**config.mk**
```make
export PLATFORM = sky130hd
export DESIGN_NAME = nmea_osd_sentence_parser
export DESIGN_NICKNAME = d
export VERILOG_FILES = /design/src/nosp_pkg.sv /design/src/nosp_queue.sv /design/src/nosp_front.sv /design/src/nosp_back.sv /design/src/nmea_osd_sentence_parser.sv
export SDC_FILE = /design/constraint.sdc
export NUM_CORES = 1
export LEC_CHECK = 0
export BUFFER_PORTS_ARGS = -buffer_cell sky130_fd_sc_hd__buf_2
export CORE_ASPECT_RATIO = 0.6
export CORE_UTILIZATION = 36
export DETAILED_ROUTE_END_ITERATION = 10
export GPL_ROUTABILITY_DRIVEN = 1
export PLACE_DENSITY = 0.55
export SKIP_CTS_REPAIR_TIMING = 1
export SYNTH_ARGS = -nofsm -noshare
export SYNTH_HDL_FRONTEND = slang
export SYNTH_SLANG_ARGS = --single-unit
```
**constraint.sdc**
```tcl
create_clock -name aclk -period 21.4 [get_ports aclk]
set_input_delay 5.35 -clock aclk [delete_from_list [all_inputs] [get_ports aclk]]
set_output_delay 5.35 -clock aclk [all_outputs]
set_load 0.005 [all_outputs]
```
**src/nosp_pkg.sv**
```systemverilog
// shared types and constants of the osd sentence parser
// used by every module of the block; no dependencies
package nosp_pkg;

    localparam int VALUE_BITS  = 16;
    localparam int PROD_W      = VALUE_BITS + 4;
    localparam int OUT_W       = 16;
    localparam int SDATA_W     = 8;
    localparam int MDATA_W     = 96;
    localparam int NUM_FIELDS  = 5;
    localparam int LET_FIELDS  = 4;
    localparam int QUEUE_DEPTH = 2;
    localparam int QPTR_W      = (QUEUE_DEPTH > 1) ? $clog2(QUEUE_DEPTH) : 1;
    localparam int QCNT_W      = $clog2(QUEUE_DEPTH + 1);

    localparam logic [VALUE_BITS-1:0] VALUE_MAX = '1;
    localparam logic [6:0] CC_MAX  = 7'd127;
    localparam logic [6:0] HDR_LEN = 7'd6;

    // field positions in the sentence
    localparam logic [3:0] FLD_HEADER    = 4'd0;
    localparam logic [3:0] FLD_HEADING   = 4'd1;
    localparam logic [3:0] FLD_HDG_STAT  = 4'd2;
    localparam logic [3:0] FLD_COURSE    = 4'd3;
    localparam logic [3:0] FLD_CRS_REF   = 4'd4;
    localparam logic [3:0] FLD_SPEED     = 4'd5;
    localparam logic [3:0] FLD_SPD_REF   = 4'd6;
    localparam logic [3:0] FLD_SET       = 4'd7;
    localparam logic [3:0] FLD_DRIFT     = 4'd8;
    localparam logic [3:0] FLD_UNITS     = 4'd9;

    // status codes
    localparam logic [3:0] ST_OK         = 4'd0;
    localparam logic [3:0] ST_BAD_HEADER = 4'd1;
    localparam logic [3:0] ST_MAX        = 4'd10;

    // letter codes
    localparam logic       HS_VALID = 1'b1;
    localparam logic       HS_VOID  = 1'b0;
    localparam logic [2:0] REF_B = 3'd0;
    localparam logic [2:0] REF_M = 3'd1;
    localparam logic [2:0] REF_W = 3'd2;
    localparam logic [2:0] REF_R = 3'd3;
    localparam logic [2:0] REF_P = 3'd4;
    localparam logic [1:0] UNIT_K = 2'd0;
    localparam logic [1:0] UNIT_N = 2'd1;
    localparam logic [1:0] UNIT_S = 2'd2;

    // characters
    localparam logic [7:0] CH_COMMA = ",";
    localparam logic [7:0] CH_STAR  = "*";
    localparam logic [7:0] CH_DOT   = ".";
    localparam logic [7:0] CH_0     = "0";
    localparam logic [7:0] CH_9     = "9";
    localparam logic [7:0] CH_O     = "O";
    localparam logic [7:0] CH_S     = "S";
    localparam logic [7:0] CH_D     = "D";
    localparam logic [7:0] CH_A     = "A";
    localparam logic [7:0] CH_V     = "V";
    localparam logic [7:0] CH_B     = "B";
    localparam logic [7:0] CH_M     = "M";
    localparam logic [7:0] CH_W     = "W";
    localparam logic [7:0] CH_R     = "R";
    localparam logic [7:0] CH_P     = "P";
    localparam logic [7:0] CH_K     = "K";
    localparam logic [7:0] CH_N     = "N";

    // one classified byte as it travels from front to back
    typedef struct packed {
        logic       eos;
        logic       is_digit;
        logic [3:0] digit;
        logic       is_dot;
        logic       is_comma;
        logic       is_star;
        logic       is_o;
        logic       is_s;
        logic       is_d;
        logic       hs_ok;
        logic       hs_code;
        logic       ref_ok;
        logic [2:0] ref_code;
        logic       unit_ok;
        logic [1:0] unit_code;
    } class_t;

endpackage

```
**src/nosp_queue.sv**
```systemverilog
// short fifo of classified words between front and back
// depends on nosp_pkg
module nosp_queue
    import nosp_pkg::*;
(
    input  logic   aclk,
    input  logic   aresetn,
    input  logic   push,
    input  class_t push_word,
    output logic   full,
    input  logic   pop,
    output logic   head_valid,
    output class_t head_word
);

    class_t              mem_reg [QUEUE_DEPTH];
    logic [QPTR_W-1:0]   wr_ptr_reg, wr_ptr_next;
    logic [QPTR_W-1:0]   rd_ptr_reg, rd_ptr_next;
    logic [QCNT_W-1:0]   count_reg, count_next;

    // pointer and fill count update
    always_comb begin
        wr_ptr_next = wr_ptr_reg;
        rd_ptr_next = rd_ptr_reg;
        count_next  = count_reg;
        if (push) begin
            wr_ptr_next = (wr_ptr_reg == QPTR_W'(QUEUE_DEPTH - 1)) ? '0 : wr_ptr_reg + 1'b1;
        end
        if (pop) begin
            rd_ptr_next = (rd_ptr_reg == QPTR_W'(QUEUE_DEPTH - 1)) ? '0 : rd_ptr_reg + 1'b1;
        end
        case ({push, pop})
            2'b10:   count_next = count_reg + 1'b1;
            2'b01:   count_next = count_reg - 1'b1;
            default: count_next = count_reg;
        endcase
    end

    always_ff @(posedge aclk) begin
        if (!aresetn) begin
            wr_ptr_reg <= '0;
            rd_ptr_reg <= '0;
            count_reg  <= '0;
        end else begin
            wr_ptr_reg <= wr_ptr_next;
            rd_ptr_reg <= rd_ptr_next;
            count_reg  <= count_next;
        end
    end

    // storage
    always_ff @(posedge aclk) begin
        if (push) begin
            mem_reg[wr_ptr_reg] <= push_word;
        end
    end

    assign full       = (count_reg == QCNT_W'(QUEUE_DEPTH));
    assign head_valid = (count_reg != '0);
    assign head_word  = mem_reg[rd_ptr_reg];

endmodule

```
**src/nosp_front.sv**
```systemverilog
// input side: takes sentence bytes and classifies each one
// depends on nosp_pkg; feeds nosp_queue
module nosp_front
    import nosp_pkg::*;
(
    input  logic               s_tvalid,
    output logic               s_tready,
    input  logic [SDATA_W-1:0] s_tdata,   // char_in [7:0]
    input  logic               s_tlast,   // end_of_sentence
    input  logic               q_full,
    output logic               push,
    output class_t             push_word
);

    assign s_tready = !q_full;
    assign push     = s_tvalid && !q_full;

    // byte classification
    always_comb begin
        push_word           = '0;
        push_word.eos       = s_tlast;
        push_word.is_digit  = (s_tdata >= CH_0) && (s_tdata <= CH_9);
        push_word.digit     = 4'(s_tdata - CH_0);
        push_word.is_dot    = (s_tdata == CH_DOT);
        push_word.is_comma  = (s_tdata == CH_COMMA);
        push_word.is_star   = (s_tdata == CH_STAR);
        push_word.is_o      = (s_tdata == CH_O);
        push_word.is_s      = (s_tdata == CH_S);
        push_word.is_d      = (s_tdata == CH_D);
        push_word.hs_ok     = (s_tdata == CH_A) || (s_tdata == CH_V);
        push_word.hs_code   = (s_tdata == CH_A) ? HS_VALID : HS_VOID;
        push_word.ref_ok    = 1'b1;
        case (s_tdata)
            CH_B:    push_word.ref_code = REF_B;
            CH_M:    push_word.ref_code = REF_M;
            CH_W:    push_word.ref_code = REF_W;
            CH_R:    push_word.ref_code = REF_R;
            CH_P:    push_word.ref_code = REF_P;
            default: begin
                push_word.ref_code = REF_B;
                push_word.ref_ok   = 1'b0;
            end
        endcase
        push_word.unit_ok   = 1'b1;
        case (s_tdata)
            CH_K:    push_word.unit_code = UNIT_K;
            CH_N:    push_word.unit_code = UNIT_N;
            CH_S:    push_word.unit_code = UNIT_S;
            default: begin
                push_word.unit_code = UNIT_K;
                push_word.unit_ok   = 1'b0;
            end
        endcase
    end

endmodule

```
**src/nosp_back.sv**
```systemverilog
// back side: field parser, value stores and result register
// depends on nosp_pkg; drains nosp_queue
module nosp_back
    import nosp_pkg::*;
(
    input  logic               aclk,
    input  logic               aresetn,
    input  logic               head_valid,
    input  class_t             head_word,
    output logic               pop,
    output logic               m_tvalid,
    input  logic               m_tready,
    output logic [MDATA_W-1:0] m_tdata   // status[3:0] heading[19:4] heading_ok[20]
                                         // course[36:21] course_ref[39:37] speed[55:40]
                                         // speed_ref[58:56] set_value[74:59]
                                         // drift[90:75] units[92:91]
);

    logic [3:0]            field_index_reg, field_index_next;
    logic [6:0]            char_count_reg, char_count_next;
    logic [VALUE_BITS-1:0] accum_reg, accum_next;
    logic                  seen_dot_reg, seen_dot_next;
    logic                  seen_digit_reg, seen_digit_next;
    logic                  field_bad_reg, field_bad_next;
    logic [2:0]            letter_code_reg, letter_code_next;
    logic [3:0]            error_code_reg, error_code_next;
    logic                  finished_reg, finished_next;
    logic [OUT_W-1:0]      num_reg [NUM_FIELDS];
    logic [OUT_W-1:0]      num_next [NUM_FIELDS];
    logic [2:0]            let_reg [LET_FIELDS];
    logic [2:0]            let_next [LET_FIELDS];
    logic                  m_tvalid_reg, m_tvalid_next;
    logic [MDATA_W-1:0]    m_tdata_reg, m_tdata_next;

    function automatic logic is_numeric(input logic [3:0] fi);
        case (fi)
            FLD_HEADING, FLD_COURSE, FLD_SPEED, FLD_SET, FLD_DRIFT: is_numeric = 1'b1;
            default: is_numeric = 1'b0;
        endcase
    endfunction

    function automatic logic [2:0] num_slot(input logic [3:0] fi);
        case (fi)
            FLD_HEADING: num_slot = 3'd0;
            FLD_COURSE:  num_slot = 3'd1;
            FLD_SPEED:   num_slot = 3'd2;
            FLD_SET:     num_slot = 3'd3;
            default:     num_slot = 3'd4;
        endcase
    endfunction

    function automatic logic [1:0] let_slot(input logic [3:0] fi);
        case (fi)
            FLD_HDG_STAT: let_slot = 2'd0;
            FLD_CRS_REF:  let_slot = 2'd1;
            FLD_SPD_REF:  let_slot = 2'd2;
            default:      let_slot = 2'd3;
        endcase
    endfunction

    // does the open field pass its check when closed
    function automatic logic field_pass(input logic [3:0] fi, input logic [6:0] cc,
                                        input logic bad, input logic dig);
        if (fi == FLD_HEADER) begin
            field_pass = !bad && (cc == HDR_LEN);
        end else if (is_numeric(fi)) begin
            field_pass = !bad && dig;
        end else begin
            field_pass = !bad && (cc == 7'd1);
        end
    endfunction

    // a final byte is taken only when the output register is free or being read
    assign pop = head_valid && (!head_word.eos || !m_tvalid_reg || m_tready);

    // parser step for one word
    always_comb begin
        logic [6:0]        pos;
        logic [PROD_W-1:0] prod;
        logic              delim;
        logic              lok;
        logic [2:0]        lval;

        field_index_next = field_index_reg;
        char_count_next  = char_count_reg;
        accum_next       = accum_reg;
        seen_dot_next    = seen_dot_reg;
        seen_digit_next  = seen_digit_reg;
        field_bad_next   = field_bad_reg;
        letter_code_next = letter_code_reg;
        error_code_next  = error_code_reg;
        finished_next    = finished_reg;
        num_next         = num_reg;
        let_next         = let_reg;
        m_tdata_next     = m_tdata_reg;
        m_tvalid_next    = m_tvalid_reg && !m_tready;
        pos              = char_count_reg;
        prod             = '0;
        lok              = 1'b0;
        lval             = 3'd0;
        delim            = (field_index_reg == FLD_UNITS) ? head_word.is_star
                                                          : head_word.is_comma;

        if (pop) begin
            if (error_code_reg == ST_OK && !finished_reg) begin
                if (delim) begin
                    // close the current field
                    if (field_pass(field_index_next, char_count_next, field_bad_next,
                                   seen_digit_next)) begin
                        if (field_index_next == FLD_HEADER) begin
                        end else if (is_numeric(field_index_next)) begin
                            num_next[num_slot(field_index_next)] = OUT_W'(accum_next);
                        end else begin
                            let_next[let_slot(field_index_next)] = letter_code_next;
                        end
                        if (field_index_next == FLD_UNITS) begin
                            finished_next = 1'b1;
                        end else begin
                            field_index_next = field_index_next + 4'd1;
                            char_count_next  = '0;
                            accum_next       = '0;
                            seen_dot_next    = 1'b0;
                            seen_digit_next  = 1'b0;
                            field_bad_next   = 1'b0;
                            letter_code_next = 3'd0;
                        end
                    end else begin
                        error_code_next = field_index_next + 4'd1;
                    end
                end else begin
                    // feed one character into the open field
                    if (char_count_reg != CC_MAX) begin
                        char_count_next = char_count_reg + 7'd1;
                    end
                    if (field_index_reg == FLD_HEADER) begin
                        if ((pos == 7'd3 && !head_word.is_o) ||
                            (pos == 7'd4 && !head_word.is_s) ||
                            (pos == 7'd5 && !head_word.is_d) ||
                            (pos >= HDR_LEN)) begin
                            field_bad_next = 1'b1;
                        end
                    end else if (is_numeric(field_index_reg)) begin
                        if (head_word.is_digit) begin
                            if (pos == 7'd0 || (pos == 7'd1 && seen_dot_reg)) begin
                                seen_digit_next = 1'b1;
                            end
                            if (!seen_dot_reg) begin
                                prod = (PROD_W'(accum_reg) << 3) + (PROD_W'(accum_reg) << 1)
                                     + PROD_W'(head_word.digit);
                                accum_next = (prod > PROD_W'(VALUE_MAX)) ? VALUE_MAX
                                                                         : prod[VALUE_BITS-1:0];
                            end
                        end else if (head_word.is_dot) begin
                            seen_dot_next = 1'b1;
                        end else begin
                            field_bad_next = 1'b1;
                        end
                    end else begin
                        case (field_index_reg)
                            FLD_HDG_STAT: begin
                                lok  = head_word.hs_ok;
                                lval = {2'b00, head_word.hs_code};
                            end
                            FLD_CRS_REF, FLD_SPD_REF: begin
                                lok  = head_word.ref_ok;
                                lval = head_word.ref_code;
                            end
                            default: begin
                                lok  = head_word.unit_ok;
                                lval = {1'b0, head_word.unit_code};
                            end
                        endcase
                        if (pos != 7'd0 || !lok) begin
                            field_bad_next = 1'b1;
                        end else begin
                            letter_code_next = lval;
                        end
                    end
                end
                // sentence ends inside a field
                if (head_word.eos && error_code_next == ST_OK && !finished_next) begin
                    if (field_pass(field_index_next, char_count_next, field_bad_next,
                                   seen_digit_next)) begin
                        if (field_index_next == FLD_HEADER) begin
                        end else if (is_numeric(field_index_next)) begin
                            num_next[num_slot(field_index_next)] = OUT_W'(accum_next);
                        end else begin
                            let_next[let_slot(field_index_next)] = letter_code_next;
                        end
                        if (field_index_next == FLD_UNITS) begin
                            finished_next = 1'b1;
                        end else begin
                            error_code_next = field_index_next + 4'd2;
                        end
                    end else begin
                        error_code_next = field_index_next + 4'd1;
                    end
                end
            end
            // emit result and return to the header state
            if (head_word.eos) begin
                m_tvalid_next = 1'b1;
                m_tdata_next  = {3'b000, let_next[3][1:0], num_next[4], num_next[3],
                                 let_next[2], num_next[2], let_next[1], num_next[1],
                                 let_next[0][0], num_next[0], error_code_next};
                field_index_next = FLD_HEADER;
                char_count_next  = '0;
                accum_next       = '0;
                seen_dot_next    = 1'b0;
                seen_digit_next  = 1'b0;
                field_bad_next   = 1'b0;
                letter_code_next = 3'd0;
                error_code_next  = ST_OK;
                finished_next    = 1'b0;
                for (int i = 0; i < NUM_FIELDS; i++) begin
                    num_next[i] = '0;
                end
                for (int i = 0; i < LET_FIELDS; i++) begin
                    let_next[i] = '0;
                end
            end
        end
    end

    // parser state and stores
    always_ff @(posedge aclk) begin
        if (!aresetn) begin
            field_index_reg <= FLD_HEADER;
            char_count_reg  <= '0;
            accum_reg       <= '0;
            seen_dot_reg    <= 1'b0;
            seen_digit_reg  <= 1'b0;
            field_bad_reg   <= 1'b0;
            letter_code_reg <= 3'd0;
            error_code_reg  <= ST_OK;
            finished_reg    <= 1'b0;
            m_tvalid_reg    <= 1'b0;
            for (int i = 0; i < NUM_FIELDS; i++) begin
                num_reg[i] <= '0;
            end
            for (int i = 0; i < LET_FIELDS; i++) begin
                let_reg[i] <= '0;
            end
        end else begin
            field_index_reg <= field_index_next;
            char_count_reg  <= char_count_next;
            accum_reg       <= accum_next;
            seen_dot_reg    <= seen_dot_next;
            seen_digit_reg  <= seen_digit_next;
            field_bad_reg   <= field_bad_next;
            letter_code_reg <= letter_code_next;
            error_code_reg  <= error_code_next;
            finished_reg    <= finished_next;
            m_tvalid_reg    <= m_tvalid_next;
            num_reg         <= num_next;
            let_reg         <= let_next;
        end
    end

    // result payload
    always_ff @(posedge aclk) begin
        m_tdata_reg <= m_tdata_next;
    end

    assign m_tvalid = m_tvalid_reg;
    assign m_tdata  = m_tdata_reg;

endmodule

```
**src/nmea_osd_sentence_parser.sv**
```systemverilog
// top level of the osd sentence parser: front, queue and back
// depends on nosp_pkg, nosp_front, nosp_queue, nosp_back
//
// Input stream s_*: one sentence byte per word in s_tdata, s_tlast high on
// the final byte of a sentence. Output stream m_*: one result word per
// sentence, carrying the status code and the decoded fields.
// Bytes are accepted back to back, one per clock, as long as the
// two-entry queue between classifier and parser has room. The parser drains
// the queue at one word per cycle, except that a final byte waits while
// the output register holds a result not yet taken. The final byte passes
// through the queue and then the parser's output register to m_tvalid.
// When the receiver stalls, the result waits in the output register and
// bytes of the next sentence keep being parsed; only its final byte waits
// at the queue head, and once the queue fills s_tready drops.
// Reset (aresetn low, synchronous) empties the queue, returns the parser to
// the header field with all stores at zero and clears m_tvalid.
module nmea_osd_sentence_parser
    import nosp_pkg::*;
(
    input  logic               aclk,
    input  logic               aresetn,
    input  logic               s_tvalid,
    output logic               s_tready,
    input  logic [SDATA_W-1:0] s_tdata,   // char_in [7:0]
    input  logic               s_tlast,   // end_of_sentence
    output logic               m_tvalid,
    input  logic               m_tready,
    output logic [MDATA_W-1:0] m_tdata    // status[3:0] heading[19:4] heading_ok[20]
                                          // course[36:21] course_ref[39:37] speed[55:40]
                                          // speed_ref[58:56] set_value[74:59]
                                          // drift[90:75] units[92:91]
);

    logic   q_full;
    logic   push;
    class_t push_word;
    logic   pop;
    logic   head_valid;
    class_t head_word;

    // classify incoming bytes
    nosp_front u_front (
        .s_tvalid  (s_tvalid),
        .s_tready  (s_tready),
        .s_tdata   (s_tdata),
        .s_tlast   (s_tlast),
        .q_full    (q_full),
        .push      (push),
        .push_word (push_word)
    );

    // decouple classifier from parser
    nosp_queue u_queue (
        .aclk       (aclk),
        .aresetn    (aresetn),
        .push       (push),
        .push_word  (push_word),
        .full       (q_full),
        .pop        (pop),
        .head_valid (head_valid),
        .head_word  (head_word)
    );

    // parse fields and hold the result
    nosp_back u_back (
        .aclk       (aclk),
        .aresetn    (aresetn),
        .head_valid (head_valid),
        .head_word  (head_word),
        .pop        (pop),
        .m_tvalid   (m_tvalid),
        .m_tready   (m_tready),
        .m_tdata    (m_tdata)
    );

endmodule

```
After elaboration in Yosys (flattened, before gate mapping)
Memories as Yosys holds them, arrays and structs flattened. A register that Yosys moved wholly into a read port is not among the register bits.
Index checks and enable logic that the tools add are counted.
{ "totals": {"mem_bits_ro": 0, "regBits": 228, "wordCells": 367, "n_memories": 1, "ramBits": 42, "in_bits": 13, "output_inout_bits": 98, "latch_bits": 0} }
{ "memory_table": {"columns": ["name", "depth", "word_bits", "read_ports", "rd_ports_with_merged_regs", "write_ports", "line_no", "source"], "rows": [
  ["u_queue.mem_reg", 2, 21, 1, 1, 1, "nosp_queue.sv:16", "class_t mem_reg [QUEUE_DEPTH];"]
]} }
{ "classes": {"add_sub_neg": 11, "shift": 0, "reduce_logical": 60, "n_eq_ne": 48, "muxes": 206, "magnitude_cmp": 12, "div_mod_pow": 0, "multipliers": 0, "bitwise": 4} }
{ "op_table": {"columns": ["operator", "count"], "rows": [
  ["$mux W80", 12],
  ["$mux W16", 14],
  ["$bwmux W80", 2],
  ["$mux W12", 12],
  ["$demux W16 S3", 2],
  ["$eq A8 B7 Y1 const B", 12],
  ["$mux W1", 91],
  ["$mux W3", 24],
  ["$mux W4", 16],
  ["$mux W7", 8],
  ["$pmux W3 S4", 3],
  ["$eq A4 B3 Y1 const B", 8],
  ["$eq A7 B3 Y1 const B", 4],
  ["$bwmux W12", 2],
  ["$eq A8 B6 Y1 const B", 3],
  ["$mux W2", 12],
  ["$logic_and A1 B1 Y1", 21],
  ["$add A19 B17 Y20", 1],
  ["$add A20 B4 Y20", 1],
  ["$gt A20 B16 Y1 const B", 1],
  ["$eq A4 B2 Y1 const B", 4],
  ["$eq A4 B4 Y1 const B", 4],
  ["$logic_not A4 Y1", 4],
  ["$reduce_or A5 Y1", 3],
  ["other kinds (39)", 77]
]} }

Logic depth before layout (Yosys ltp)
Gate-level depths: netlist of run 1.
{ "depth": {"depth_word": 50, "mapped_depth": 18, "depth_no_buf": 16} }

Cells and area by module
A second synthesis of run 1 with hierarchy kept.
{ "unflattened": {"cells_unflattened": 1370, "area_unflattened_um2": 13764.5} }
{ "modules_own_cells": {"columns": ["mod", "area_each_um2", "cells_per_inst", "n_inst"], "rows": [
  ["nosp_back", 11681.2, 1229, 1],
  ["nosp_queue", 1726.7, 87, 1],
  ["nosp_front", 356.6, 54, 1]
]} }

Least setup slack after synthesis of run 1
No wires, ideal clock.
{ "synth_timing": {"path_type": "input to register", "startpoint": "in m_tready", "endpoint": "reg u_back.m_tdata_reg[0], in the netlist u_back.m_tdata[0] (enable)", "arrival_time_ns": 11.743, "slack_ns": 8.996, "stages": 2, "cell_sequence": "nor2b_1 -> nor3_1"} }
{ "synth_between": {"elab_chain_cells": 3} }
{ "synth_rtl": {"columns": ["item", "line_no", "source"], "rows": [
  ["start: declaration", "nmea_osd_sentence_parser.sv:27", "input logic m_tready,"],
  ["$logic_or A1 B1 Y1", "nosp_back.sv:74", "assign pop = head_valid && (!head_word.eos || !m_tvalid_reg || m_tready);"],
  ["$logic_and A1 B1 Y1", "nosp_back.sv:74", null],
  ["$reduce_and A2 Y1 (no line)", null, null],
  ["end signal: assignment", "nosp_back.sv:262", "m_tdata_reg <= m_tdata_next;"],
  ["end: declaration", "nosp_back.sv:33", "logic [MDATA_W-1:0] m_tdata_reg, m_tdata_next;"]
]} }
No other way between the ends.
A chain may end at the register's enable or synchronous reset.

==> results_dict.tcl, run 1 <==
set metrics [dict create \
    worstPathArrival_ns 7.51 \
    hold_viol 0 \
    cp.required_ns 21.91 \
    fin_hold_ws_ns 0.4570 \
    grt_pass1_wl_um 71410 \
    synth.top_cell.area_share 0.2814 \
    ys_async_sr_fraction 0 \
    ff2ff_path_depth 14 \
    grt.overflow.total 0 \
    worst_slew_pin_slew_ns 1.308 \
    vias 12390 \
    yosysUniqueCellTypes 95 \
    ir_worst_vdd_mv 0.06606 \
    clockRootBuffer "clkbuf_16" \
    path_clk_slew_ns 0.07 \
    cap_violations 0 \
    final_nets 1606 \
    cp-start-kind "input port" \
    r2r-end "u_back.m_tdata[15]" \
    met2_usage 0.3133 \
    routed_wl_um 46960 \
    hold_path_depth 2 \
    crit_path_end "u_back.let_reg[7]" \
    synth_top_area_cell "edfxtp_1" \
    met1_usage 0.3573 \
    layout.area.seq_um2 6716 \
    crit_start "aresetn" \
    track_usage 0.2289 \
    dp.final_hpwl_um 33320 \
    yosysSeqAreaShare 0.4662 \
    layout-drive-gt1-share 0.1539 \
    status "complete, no violations" \
    yosysWarningCount 0 \
    die_w_um 260.3 \
    drt_pass1_iterations 5 \
    cts_tree "yes" \
    die_y_um 157.0 \
    grt_max_degree 74 \
    finalSetupViolations 0 \
    synthTopCellsByArea "edfxtp_1 28%, dfxtp_1 18%, o21ai_0 4.4%, ha_1 3.9%, nand2_1 3.9%" \
    r2r_setup_slack_ns 15.34 \
    timing.setup.tns_ns 0 \
    p_leak_nw 6.177 \
    n_antenna_cell 0 \
    power_density_nw_per_um2 93.04 \
    gp_congestion 0.9164 \
    syn_area_um2 14410 \
    htreeDepth 1 \
    synth_flop_cell "edfxtp_1" \
    reg2reg_from "u_back.field_index_reg[0]" \
    first_global_vias 11330 \
    grt_antenna_before_repair 0 \
    area_delta_synth_final_pct 13.75 \
    placementRows 56 \
    port_buffers 107 \
    cp-end-kind "flip-flop" \
    synth_seq_cells 268 \
    rsz0062_at_grt "no" \
    fin_crit_ns 7.005 \
    hold_path_class "reg -> reg" \
    clock_latency_ns 0.56 \
    initial_utilization 0.3672 \
    numCtsBuffers 27 \
    largest_reg_flops 93 \
    num-fill-cells 3846 \
    multiInputGateArea_um2 7228 \
    first_iter_violations 1377 \
    final_util 0.4176 \
    coreArea_um2 39240 \
    critical_path_class "in -> reg" \
    use_met3 0.06135 \
    post-route-drc-count 0 \
    antenna_left 0 \
    via_per_inst 5.933 \
    io_pins 111 \
    worst_clock_skew_ns 0.01987 \
    busiest_layer "met1" \
    crit_path_max_fanout 73 \
    syn_area_per_cell_um2 9.721 \
    synth_edf_count 135 \
    clock_sinks 268 \
    slew_headroom 0.1219 \
    hold_start "u_back.num_reg[17]" \
    die-area_um2 40850 \
    syn_inst 1482 \
    clock_path_buffers 3 \
    wl_per_cell_um 22.49 \
    fmax_mhz 142.8 \
    fin_crit_sh 0.3274 \
    slew_violations 0 \
]
## placed cells by master (no fill, tap or decap), drive strengths merged, types with 27 or more instances in the layout
cell type  instances
nand2            150
dfxtp            133
ha                45
mux2i             27
buf              132
nand3             30
a22o              49
nor2              95
nor3              43
a22oi             36
and2              28
inv               27
nor2b             35
edfxtp           135
o21ai            132
clkbuf            35
a21oi             59
## per-stage QoR
stage	cells	cell area [µm²]	setup slack (ns)	total power [mW]
final	2088	16390	14.39	1.525
after global routing	2088	16390	14.24	1.588
after CTS	2088	16390	14.47	1.528
after detailed placement	2039	15410	13.89	1.005
after global placement	2039	15410	13.91	1.003
after floorplan	1484	14410	8.996	0.8699
## cells in the mapped netlist, types with 11 or more instances
cell type and instances:
nand2_1 150, edfxtp_1 135, dfxtp_1 133, o21ai_0 128
nor2_1 94, clkbuf_1 77, a21oi_1 59, a22o_1 49
ha_1 45, nor3_1 40, a22oi_1 36, nor2b_1 35
nand3_1 30, and2_1 28, a31oi_1 25, inv_1 25
mux2i_1 25, a21o_1 22, nor4_1 22, o31ai_1 20
o22ai_1 16, nand2b_1 14, o21a_1 13, mux2_2 12
o211ai_1 12, a221oi_1 11, and3_1 11, buf_2 11
o2bb2ai_1 11, xnor2_1 11, xor2_1 11
## cell type report
cell class                      count  share of cell area
Timing Repair Buffer              132             0.04413
Tap cell                          522             0.03986
Multi-Input combinational cell   1092              0.4411
Sequential cell                   268              0.4099
Clock inverter                     14             0.01321
Clock buffer                       35             0.04612
Inverter                           25            0.005726
## layer usage
layer / vias to the layer above / routed length (µm)
met1: 6077 / 23190
met4: 0 / 570
met5: - / 0
met3: 46 / 4700
li1: 5758 / -
met2: 508 / 18500
## how the worst min path moves through the flow
stage,endpoint,slack (ns)
after floorplan,u_back.num_reg[38],0.43
after global placement,u_back.num_reg[38],0.43
after detailed placement,u_back.num_reg[44],0.44
after CTS,u_back.num_reg[44],0.46
after global routing,u_back.num_reg[44],0.46
final,u_back.num_reg[17],0.46
## worst max-delay path, cell delays in order
cell     delay (ns)
buf_2          0.63
nor2b_4        0.27
buf_4          0.61
a21oi_1        0.22
o21ai_0        0.18
a22o_1         0.16
## power by group
group          internal (mW)  switching [mW]  leakage (nW)  total, mW
clock                  0.311           0.214         0.471      0.525
combinational         0.0991           0.275          3.34      0.374
sequential             0.608          0.0182          2.36      0.626
## logic make-up after synthesis
group / after synthesis / synth area share
compound gates: 496 / 0.2434
xor+xnor: 23 / 0.01450
fa+ha+maj: 47 / 0.04186
buf+inv: 124 / 0.03509
flops: 268 / 0.4662
mux: 40 / 0.03031
other cells: 1 / 0.0002603
simple gates: 483 / 0.1683
Note: power is estimated with default switching activity, not from simulation.
==> inputs of run 2 (changes only) <==
Settings changed: ABC_AREA set to 1.
Clock period 21.4 ns to 7.15 ns, I/O delays scaled along.
==> run 2 against run 1 <==
First-iteration DRC count increased by 27%. Synthesized cell count is 44% higher. Clock power rose to 2.9 times the previous value. Highest routed layer unchanged. Critical path type is now reg -> reg. Count of clock-buffer cells in the layout grew 1.
==> results_dict.tcl, run 2 <==
set metrics [dict create \
    status "complete, no violations" \
    largest_reg_flops 93 \
    clock_latency_ns 0.57 \
    setup_ws_ns 0.8578 \
    crit_buf_inv 6 \
    initial_utilization 0.3690 \
    rsz0062_at_grt "no" \
    post-route-drc-count 0 \
    clock_path_buffers 3 \
    finalSetupViolations 0 \
    grt_antenna_before_repair 6 \
    worst_path_dominant_cell_family "simple AND/OR/NAND/NOR gates" \
    via_per_inst 5.396 \
    layout.area.seq_um2 6716 \
    r2r_setup_slack_ns 0.86 \
    gp_congestion 0.9478 \
    cp_cell_sequence "clkinv_1 > nor2_1 > o21ai_2 > nand2_4 > clkinv_4 > nand4_4 > inv_1 > o21ai_0 > inv_1 > ha_1 > nor2_1 > inv_1 > nand2_2 > nand2_4 > inv_2 > nand2_2 > nand3_4 > nand3_4 > nor2_4 > nand2_1 > nand3_1 > and2_1" \
    yosysWarningCount 0 \
    coreArea_um2 43780 \
    port_buffers 107 \
    die_w_um 275.5 \
    fin_crit_ns 6.292 \
    dp.final_hpwl_um 37700 \
    cp.required_ns 7.57 \
    ys_async_sr_fraction 0 \
    synth.top_cell.area_share 0.2510 \
    synth.most_common_cell "nand2_1" \
    first_global_vias 13490 \
    cp_common_cell "inv_1" \
    die_y_um 166.1 \
    vias 15050 \
    p_leak_nw 7.421 \
    slowest_delay_ns 0.76 \
    layout_common_cells "614 x nand2_1, 223 x nand3_1, 193 x a21oi_1" \
    io_pins 111 \
    ys_top_cells_by_count "614 x nand2_1, 223 x nand3_1, 193 x a21oi_1, 139 x inv_1, 135 x edfxtp_1" \
    clockRootBuffer "clkbuf_16" \
    placementRows 59 \
    cp_slowest_cell "dfxtp_1" \
    place_ws_ns 1.024 \
    cap_violations 0 \
    yosysUniqueCellTypes 62 \
    ir_worst_vdd_mv 0.2490 \
    cp-start-kind "flip-flop" \
    synth_flop_cell "edfxtp_1" \
    synthTopCellsByArea "edfxtp_1 25%, dfxtp_1 16%, nand2_1 14%, nand3_1 6.9%, a21oi_1 6.0%" \
    fin_crit_sh 0.8800 \
    layout-drive-gt1-share 0.1495 \
    multiInputGateArea_um2 8393 \
    num-fill-cells 4463 \
    mostFrequentLayoutCell "nand2_1" \
    clock_sinks 268 \
    numCtsBuffers 28 \
    final_nets 2246 \
    htreeDepth 1 \
    yosysSeqAreaShare 0.4158 \
    synth_edf_count 135 \
    cp-end-kind "flip-flop" \
    hold_viol 0 \
    grt_pass1_wl_um 81350 \
    power_density_nw_per_um2 474.2 \
    area_delta_synth_final_pct 11.85 \
    critical_path_class "reg -> reg" \
    drt_pass1_iterations 6 \
    slew_violations 0 \
    synth_top_area_cell "edfxtp_1" \
    worst_slew_pin_slew_ns 1.221 \
    first_iter_violations 1747 \
    die-area_um2 45750 \
    worst_clock_skew_ns 0.01060 \
    syn_area_um2 16150 \
    synth_seq_cells 268 \
    routed_wl_um 53610 \
    cts_tree "yes" \
    slew_headroom 0.1860 \
    syn_area_per_cell_um2 7.587 \
    track_usage 0.2302 \
    syn_inst 2129 \
    fmax_mhz 158.9 \
    crit_path_max_fanout 34 \
    timing.setup.tns_ns 0 \
    path_clk_slew_ns 0.07 \
    grt_max_degree 95 \
    hold_path_class "reg -> reg" \
    antenna_left 0 \
    wl_per_cell_um 19.21 \
    worstPathArrival_ns 6.71 \
    grt.overflow.total 0 \
]
==> run 2: changes by cell type after synthesis, sizes merged, moves of 20 or more <==
cell and change:
and2 +31, a21oi +136, a22o -49, o31ai -20, or2 +64, inv +129, nor2b -35, nand2 +483
nor4 -20, a21o -21, a31oi -21, nand3 +214, nor3 -29, a22oi -30
==> run 2: final timing paths <==
check,from,end,cells after the start
worst min-delay path,u_queue.rd_ptr_reg,u_queue.rd_ptr_reg,1
worst max register to register,flip-flop,u_back.m_tdata[71],22
worst min register to register,u_queue.rd_ptr_reg,u_queue.rd_ptr_reg,1
worst max-delay path,flip-flop,u_back.m_tdata[71],22
==> run 2: metal layers <==
layer	wire, µm	vias up	GRT usage
li1	-	7222	-
met1	26850	7160	0.3797
met2	20820	623	0.3113
met3	5089	49	0.03094
met4	842	0	0.04132
met5	0	-	0
==> run 2: cell type report <==
type,instances,share of cell area
repair buffers,128,0.03837
multi-input cells,1603,0.4645
well taps,579,0.04010
inverters,157,0.03331
clock inverters,16,0.009903
diodes,3,0.0004155
flip-flops and latches,268,0.3717
clock buffers,36,0.04162
==> run 2: kinds of logic after synthesis <==
group,synth area share
xor gates and xnor gates,0.009760
DFF,0.4158
buffers and inverters,0.06646
AOI/OAI and AO/OA,0.1222
and+or+nand+nor,0.3376
adders and majority gates,0.03734
other,0.0002322
muxes,0.01053
==> run 2: per-stage QoR <==
step / hold slack (ns) / cells / cell area, µm² / utilization / power [mW]
floorplan: 0.4255 / 2131 / 16160 / - / 5.566
global placement: 0.4345 / 2735 / 17130 / 0.3913 / 6.928
detailed placement: 0.4470 / 2735 / 17130 / 0.3913 / 6.986
CTS: 0.4562 / 2787 / 18060 / 0.4126 / 8.539
global route: 0.4907 / 2787 / 18060 / 0.4126 / 9.123
finish: 0.4572 / 2790 / 18070 / 0.4127 / 8.567
==> run 2: report_power, final <==
group | internal (mW) | switching [mW]
Combinational | 1.46 | 3.07
Clock | 0.884 | 0.647
Sequential | 2.25 | 0.259
==> inputs of run 3 (changes only) <==
Settings changed: BUFFER_PORTS_ARGS -buffer_cell sky130_fd_sc_hd__buf_2 to -buffer_cell sky130_fd_sc_hd__buf_4.
==> run 3 against run 2 <==
Clock skew is 0.016 ns higher. Core utilization rose by 0.56 points. Setup slack improved by 0.050 ns. Routed wire length is 0.57% higher. Final cell count down 0.14%. Count of clock-buffer cells in the layout unchanged. Largest power group unchanged.
==> results_dict.tcl, run 3 (synthesis gave the netlist of run 2 again) <==
set metrics [dict create \
    power_frac_clock 0.178 \
    clock_path_buffers 3 \
    dr_wl_met2_um 20700 \
    routed_wl_um 53910 \
    first_global_vias 13810 \
    dr_wl_met3_um 5280 \
    antenna_left 0 \
    final_nets 2244 \
    clockRootBuffer "clkbuf_16" \
    worstPathArrival_ns 6.67 \
    p_seq_frac 0.291 \
    post-route-drc-count 0 \
    slew_violations 0 \
    cp-start-kind "flip-flop" \
    place_ws_ns 1.047 \
    cp_common_cell "inv_1" \
    p_leak_nw 7.493 \
    die-area_um2 45750 \
    coreArea_um2 43780 \
    grt.overflow.total 0 \
    placementRows 59 \
    mostFrequentLayoutCell "nand2_1" \
    wl_met1_um 26780 \
    comb_power_share 0.532 \
    fin_hold_ws_ns 0.4544 \
    switching_share 0.4596 \
    wl_per_cell_um 19.35 \
    grt_pass1_wl_um 82720 \
    clock_latency_ns 0.58 \
    dp.final_hpwl_um 37980 \
    layout_common_cells "614 x nand2_1, 223 x nand3_1, 193 x a21oi_1" \
    fin_crit_ns 6.242 \
    hold_path_class "reg -> reg" \
    cp.required_ns 7.57 \
    cp_cell_sequence "clkinv_1 > nor2_1 > o21ai_2 > nand2_4 > clkinv_4 > nand4_4 > inv_1 > o21ai_0 > inv_1 > ha_1 > nor2_1 > inv_1 > nand2_2 > nand2_4 > inv_2 > nand2_2 > nand3_4 > nand3_4 > nor2_4 > nand2_1 > nand3_1 > and2_1" \
    routed.top_layer "met4" \
    finalSetupViolations 0 \
    crit_path_max_fanout 34 \
    num-fill-cells 4413 \
    initial_utilization 0.3690 \
    timing.setup.tns_ns 0 \
    numCtsBuffers 28 \
    ir_worst_vdd_mv 0.2921 \
    via_per_inst 5.396 \
    largest_reg_flops 93 \
    worst_clock_skew_ns 0.02696 \
    port_buffers 107 \
    status "complete, no violations" \
    vias 15030 \
    slowest_delay_ns 0.77 \
    power_density_nw_per_um2 473.6 \
    drt_pass1_iterations 6 \
    cp_slowest_cell "dfxtp_1" \
    track_usage 0.2337 \
    worst_slew_pin_slew_ns 1.236 \
    power.internal_mw 4.687 \
    cp-end-kind "flip-flop" \
    rsz0062_at_grt "no" \
    critical_path_class "reg -> reg" \
    hold_viol 0 \
    fmax_mhz 160.2 \
    cts_tree "yes" \
    die_w_um 275.5 \
    gp_congestion 0.9068 \
    htreeDepth 1 \
    p_sw_mw 3.986 \
    grt_antenna_before_repair 4 \
    layout-drive-gt1-share 0.1487 \
    first_iter_violations 1509 \
    grt_max_degree 102 \
    area_delta_synth_final_pct 13.38 \
    clock_sinks 268 \
    die_y_um 166.1 \
    setup_ws_ns 0.9077 \
    fin_crit_sh 0.8730 \
    cap_violations 0 \
    io_pins 111 \
    path_clk_slew_ns 0.07 \
    slew_headroom 0.1738 \
]
[run 3: changes by cell type in the layout (fill, tap and decap cells not counted)]
cell and change:
buf_4 +105, buf_2 -107, diode_2 -2, clkinvlp_4 +1, inv_6 +1, clkinv_4 -2
[run 3: metal layers]
| layer | vias up | global-route usage |
|---|---|---|
| met3 | 65 | 0.05523 |
| li1 | 7212 | - |
| met4 | 0 | 0.05237 |
| met1 | 7166 | 0.3718 |
| met2 | 590 | 0.3094 |
| met5 | - | 0 |
[run 3: cell type report]
| cell class | instances | area (µm²) | area share |
|---|---|---|---|
| well taps | 579 | 724.4 | 0.03956 |
| clock inverters | 16 | 177.7 | 0.009701 |
| repair buffers | 126 | 945.9 | 0.05165 |
| inverters | 157 | 601.8 | 0.03286 |
| flip-flops and latches | 268 | 6716 | 0.3667 |
| diodes | 1 | 2.502 | 0.0001366 |
| clock buffers | 36 | 752.0 | 0.04106 |
| multi-input cells | 1603 | 8393 | 0.4583 |
[run 3: power by group through the flow]
stage / Combinational, mW / Sequential [mW] / Clock, mW
2_1_floorplan: 3.09 / 2.48 / 0
3_3_place_gp: 4.48 / 2.55 / 0
3_5_place_dp: 4.53 / 2.55 / 0
4_1_cts: 4.55 / 2.52 / 1.57
5_1_grt: 5.07 / 2.57 / 1.62
6_report: 4.61 / 2.52 / 1.54
[run 3: through the flow]
step	std cells	power (mW)	util	cell area [µm²]
global placement	2733	7.024	0.3971	17380
global route	2785	9.257	0.4183	18310
finish	2786	8.673	0.4184	18310
floorplan	2131	5.566	-	16160
detailed placement	2733	7.084	0.3971	17380
CTS	2785	8.642	0.4183	18310
[run 3: path summary, 6_finish.rpt]
kind | start | endpoint | slack [ns] | cells past startpoint
worst min register to register | u_queue.rd_ptr_reg | u_queue.rd_ptr_reg | 0.45 | 1
worst max-delay path | flip-flop | u_back.m_tdata[71] | 0.91 | 22
worst min-delay path | u_queue.rd_ptr_reg | u_queue.rd_ptr_reg | 0.45 | 1
worst max register to register | flip-flop | u_back.m_tdata[71] | 0.91 | 22
[run 3: worst max-delay path, delay by kind of cell, from the launching register on]
| kind | cells | cell delay [ns] |
|---|---|---|
| simple gates | 13 | 2.93 |
| buf+inv | 6 | 1.50 |
| flops | 1 | 0.77 |
| compound gates | 2 | 0.55 |
| fa+ha+maj | 1 | 0.31 |
